**config.mk**
```make
export PLATFORM = sky130hd
export DESIGN_NAME = cmaa_fifo
export DESIGN_NICKNAME = d
export VERILOG_FILES = /design/src/hw/rtl/cmaa_pkg.sv /design/src/hw/rtl/cmaa_fifo.sv
export SDC_FILE = /design/constraint.sdc
export NUM_CORES = 1
export LEC_CHECK = 0
export ABC_AREA = 1
export BUFFER_PORTS_ARGS = -buffer_cell sky130_fd_sc_hd__clkbuf_2
export CAP_MARGIN = 20
export CORE_ASPECT_RATIO = 0.5
export CORE_MARGIN = 4
export CORE_UTILIZATION = 51
export DETAILED_ROUTE_END_ITERATION = 10
export GPL_ROUTABILITY_DRIVEN = 0
export HOLD_SLACK_MARGIN = 0.05
export PLACE_DENSITY = 0.83
export SYNTH_ARGS = -nofsm -noshare
export SYNTH_HDL_FRONTEND = slang
export SYNTH_SLANG_ARGS = --single-unit
```
**constraint.sdc**
```tcl
create_clock -name clk -period 2 [get_ports clk]
set_clock_uncertainty 0.15 [all_clocks]
set_input_delay 0.1 -clock clk [delete_from_list [all_inputs] [get_ports clk]]
set_output_delay 0.1 -clock clk [all_outputs]
set_load 0.02 [all_outputs]
```
**src/hw/rtl/cmaa_pkg.sv**
```systemverilog
package cmaa_pkg;

    localparam int MASK_MAX_WIDTH_DEF  = 256;
    localparam int MASK_MAX_HEIGHT_DEF = 256;
    localparam int CANVAS_MAX_DIM_DEF  = 4096;

    localparam int CFG_IDX_W  = 3;
    localparam int CFG_DATA_W = 14;

    localparam logic [CFG_IDX_W-1:0] CFG_ENABLE        = 3'd0;
    localparam logic [CFG_IDX_W-1:0] CFG_CANVAS_WIDTH  = 3'd1;
    localparam logic [CFG_IDX_W-1:0] CFG_CANVAS_HEIGHT = 3'd2;
    localparam logic [CFG_IDX_W-1:0] CFG_MASK_WIDTH    = 3'd3;
    localparam logic [CFG_IDX_W-1:0] CFG_MASK_HEIGHT   = 3'd4;
    localparam logic [CFG_IDX_W-1:0] CFG_OFFSET_X      = 3'd5;
    localparam logic [CFG_IDX_W-1:0] CFG_OFFSET_Y      = 3'd6;

    localparam int QUEUE_DEPTH = 4;

    localparam logic [31:0] COLOR_KEEP_MASK = 32'hffffff00;
    localparam logic [7:0]  ALPHA_FULL      = 8'd255;

    typedef struct packed {
        logic               enable;
        logic [12:0]        cnv_cols;
        logic [12:0]        cnv_rows;
        logic [8:0]         msk_cols;
        logic [8:0]         msk_rows;
        logic signed [13:0] offset_x;
        logic signed [13:0] offset_y;
    } cfg_t;

    typedef struct packed {
        logic        is_load;
        logic        in_mask;
        logic        last;
        logic [7:0]  wdata;
        logic [31:0] color;
    } op_meta_t;

    // exact floor(p / 255) for p < 65280
    function automatic logic [7:0] div255(input logic [15:0] p);
        logic [16:0] sum;
        sum = {1'b0, p} + 17'd1 + {9'd0, p[15:8]};
        return sum[15:8];
    endfunction

endpackage

```
**src/hw/rtl/cmaa_fifo.sv**
```systemverilog
module cmaa_fifo
    import cmaa_pkg::*;
#(
    parameter int WIDTH = 8,
    parameter int DEPTH = QUEUE_DEPTH
)
(
    input  logic             clk,
    input  logic             rst_n,
    input  logic             push,
    input  logic [WIDTH-1:0] wr_data,
    output logic             full,
    input  logic             pop,
    output logic [WIDTH-1:0] rd_data,
    output logic             not_empty
);

    localparam int PTR_W = (DEPTH > 1) ? $clog2(DEPTH) : 1;
    localparam int CNT_W = $clog2(DEPTH + 1);

    logic [WIDTH-1:0] slot_mem [DEPTH];
    logic [PTR_W-1:0] wr_ptr_reg, wr_ptr_next;
    logic [PTR_W-1:0] rd_ptr_reg, rd_ptr_next;
    logic [CNT_W-1:0] count_reg, count_next;

    assign full      = (count_reg == CNT_W'(DEPTH));
    assign not_empty = (count_reg != '0);
    assign rd_data   = slot_mem[rd_ptr_reg];

    always_comb
    begin
        wr_ptr_next = wr_ptr_reg;
        rd_ptr_next = rd_ptr_reg;
        count_next  = count_reg;
        if (push)
        begin
            wr_ptr_next = (wr_ptr_reg == PTR_W'(DEPTH - 1)) ? '0 : wr_ptr_reg + PTR_W'(1);
        end
        if (pop)
        begin
            rd_ptr_next = (rd_ptr_reg == PTR_W'(DEPTH - 1)) ? '0 : rd_ptr_reg + PTR_W'(1);
        end
        if (push && !pop)
        begin
            count_next = count_reg + CNT_W'(1);
        end
        else if (pop && !push)
        begin
            count_next = count_reg - CNT_W'(1);
        end
    end

    always_ff @(posedge clk or negedge rst_n)
    begin
        if (!rst_n)
        begin
            wr_ptr_reg <= '0;
            rd_ptr_reg <= '0;
            count_reg  <= '0;
        end
        else
        begin
            wr_ptr_reg <= wr_ptr_next;
            rd_ptr_reg <= rd_ptr_next;
            count_reg  <= count_next;
        end
    end

    always_ff @(posedge clk)
    begin
        if (push)
        begin
            slot_mem[wr_ptr_reg] <= wr_data;
        end
    end

`ifndef SYNTH
    a_no_overflow: assert property (@(posedge clk) disable iff (!rst_n)
        push |-> !full)
        else $error("queue push while full");

    a_no_underflow: assert property (@(posedge clk) disable iff (!rst_n)
        pop |-> not_empty)
        else $error("queue pop while empty");

    a_push_lands: assert property (@(posedge clk) disable iff (!rst_n)
        (push && !pop) |=> (not_empty && (count_reg == $past(count_reg) + CNT_W'(1))))
        else $error("queue count lost a push");

    a_count_bound: assert property (@(posedge clk) disable iff (!rst_n)
        count_reg <= CNT_W'(DEPTH))
        else $error("queue count past depth");
`endif

endmodule

```
==> flow_summary.yaml <==
outcome:
  status: "finished, final reports clean"
logic_synthesis:
  yosys_warnings: 0
  ys_types: 19
  yosysSeqAreaShare_pct: 66.52
  avgSynthCellArea_um2: 11.78
  syn_nets: 164
  syn_inst: 145
  synth-seq-cells: 39
  syn_area_um2: 1708
route:
  drc: 0
  dr.pass1.iters: 4
  routed_via_density: 4.928
  drt_wl_total_mm: 2.981
  drt_iter0_markers: 69
  ant_nets: 0
  vias: 1094
  avgRoutedWirePerCell_um: 13.43
cts:
  cts_inserted_buffers: 5
  cts.path.max_buffers: 2
  clockRootBuffer: "clkbuf_8"
  cts_resized: 0
  cts-htree-levels: 2
  clock_latency_ns: 0.29
  clock_sinks: 39
  clk_pin_slew_ns: 0.07
  cts_tree: "built"
finish:
  largest_reg_flops: 32
  nets: 200
  area_delta_synth_final_pct: 19.85
  antenna_cells: 0
  multiInputGateArea_um2: 419.2
  layout_common_cells: "nand2_1 (40), edfxtp_1 (32), inv_1 (27), clkbuf_2 (21), o211ai_1 (16)"
  drive_above_1_share_pct: 16.48
  stdcell_area_um2: 2047
  seq_area_um2: 1136
  final_common_cell: "nand2_1"
  fillCellCount: 218
timing:
  fin_hold_ws_ns: 0.3352
  setup-tns-final_ns: 0
  max_slew_margin_pct: 67.31
  tightestPinTransition_ns: 0.4896
  setup_violations: 0
  min_period_ns: 1.843
  clock.fmax_ghz: 0.5425
  rsz0062_at_grt: "false"
  fin_crit_sh_pct: 92.17
  slew_violations: 0
  hold_violations: 0
  layout_setup_ws_ns: 0.1566
worst_setup_path:
  crit_path_frequent_cell: "nand2_1"
  critPathRequiredTime_ns: 1.75
  cp-start-kind: "register"
  worstPathMaxFanout: 33
  crit_chain: "inv_2 > nand2_1 > o211ai_1 > nand2_1 > clkbuf_2"
  arrival_ns: 1.59
  endpoint_kind: "primary output"
  critPathSlowestCell: "dfrtp_1"
  slowest_delay_ns: 0.41
  worstSetupPathType: "reg -> out"
floorplan:
  die_area_um2: 4395
  die_width_um: 89.84
  io_pins: 22
  start_util_pct: 55.08
  die_h_um: 48.92
  core-area_um2: 3100
  row_count: 14
global_routing:
  grt_pass1_wl_mm: 4.961
  grt_usage_pct: 15.02
  grt_max_degree: 34
  antenna_found_initial: 0
  first_global_vias: 1039
  overflow: 0
power_and_ir_drop:
  p_switching_mw: 1.012
  p_clk_share_pct: 22.4
  swShare_pct: 36.56
  p_leak_nw: 0.9271
  pwr-share-seq_pct: 43.4
  finalPower_mw: 2.768
  peakVddDrop_mv: 0.8005
  p_int_mw: 1.756
  p_per_area_nw_per_um2: 1352
  p_comb_share_pct: 34.1
placed_design:
  io_buffers: 21
  dpl.hpwl_mm: 1.924
  dpl-instance-area_um2: 1819
  preCtsSetupSlack_ns: 0.4582
hold_path:
  min_path_type: "reg -> reg"
run:
  drv_cap: 0
==> power by group through the flow <==
stage / Sequential (mW) / Combinational, mW / Clock, mW
global placement: 1.21 / 0.873 / 0
CTS: 1.20 / 0.950 / 0.635
global route: 1.22 / 1.07 / 0.673
finish: 1.20 / 0.945 / 0.621
detailed placement: 1.22 / 0.923 / 0
floorplan: 1.17 / 0.734 / 0
==> synth_stat cells <==
cell | instances | area [µm²]
a21oi_1 | 1 | 5.000
buf_4 | 1 | 7.510
buf_6 | 2 | 22.52
clkbuf_8 | 1 | 13.76
dfrtp_1 | 7 | 175.2
edfxtp_1 | 32 | 960.9
fa_1 | 1 | 20.02
ha_1 | 6 | 75.07
inv_1 | 27 | 101.4
inv_2 | 2 | 7.510
nand2_1 | 40 | 150.1
nand3_1 | 1 | 5.000
nand4_1 | 1 | 6.260
nor2_1 | 1 | 3.750
nor3_1 | 1 | 5.000
o211ai_1 | 16 | 120.1
o21ai_0 | 3 | 15.01
o21ai_1 | 1 | 5.000
xnor2_1 | 1 | 8.760
==> final timing paths <==
kind,from,endpoint,slack [ns],cells after the start
max in group asynchronous,rst_n,wr_ptr_reg[0],0.83,3
worst max register to register,wr_ptr_reg[0],slot_mem[0][5],0.52,4
min in group asynchronous,rst_n,rd_ptr_reg[0],0.62,3
worst max-delay path,rd_ptr_reg[0],rd_data[4],0.16,5
worst min-delay path,count_reg[2],count_reg[2],0.34,2
worst min register to register,count_reg[2],count_reg[2],0.34,2
==> per-layer routing <==
| metal | GRT usage [%] | part of all wire, % | vias to the layer above |
|---|---|---|---|
| met2 | 25.12 | 51 | 20 |
| met1 | 17.90 | 44 | 515 |
| met3 | 3.852 | 3.4 | 4 |
| li1 | - | - | 555 |
| met4 | 8.651 | 1.9 | 0 |
| met5 | 0 | 0 | - |
==> worst max-delay path: cells and delay by family (launching register included) <==
family                 cells  cell delay [ns]
and+or+nand+nor            2             0.20
AOI/OAI and AO/OA          1             0.13
DFF                        1             0.41
buffers and inverters      2             0.55
==> repair_timing <==
item / 4_1_cts / 5_1_grt
endpoints found under the setup margin: 0 / 0
hold buffers: 12 / 0
setup buffers: 0 / 0
endpoints found under the hold margin: 43 / 0
==> area by class of cell <==
type                       instances  area share [%]
tap                               40           2.445
timing repair buffer              33           11.00
sequential                        39           55.50
inverter                          29           5.318
multi-input combinational         73           20.48
clock buffer                       5           3.362
clock inverter                     3           1.895
==> kinds of logic (layout without fill, tap and decap cells) <==
kind of cell             after synthesis  after routing  synth area share, %
AND/OR/NAND/NOR                       44             44                9.963
AO/OA/AOI/OAI                         21             21                8.498
flip-flops                            39             39                66.52
buffers and inverters                 33             70                8.938
XOR/XNOR                               1              1               0.5129
adder cells (fa/ha/maj)                7              7                5.568
==> per-stage QoR <==
step	util [%]	instances
global placement	58.68	202
floorplan	-	145
detailed placement	58.68	202
finish	66.02	222
CTS	66.02	222
global route	66.02	222
(Power assumes the default switching activity.)
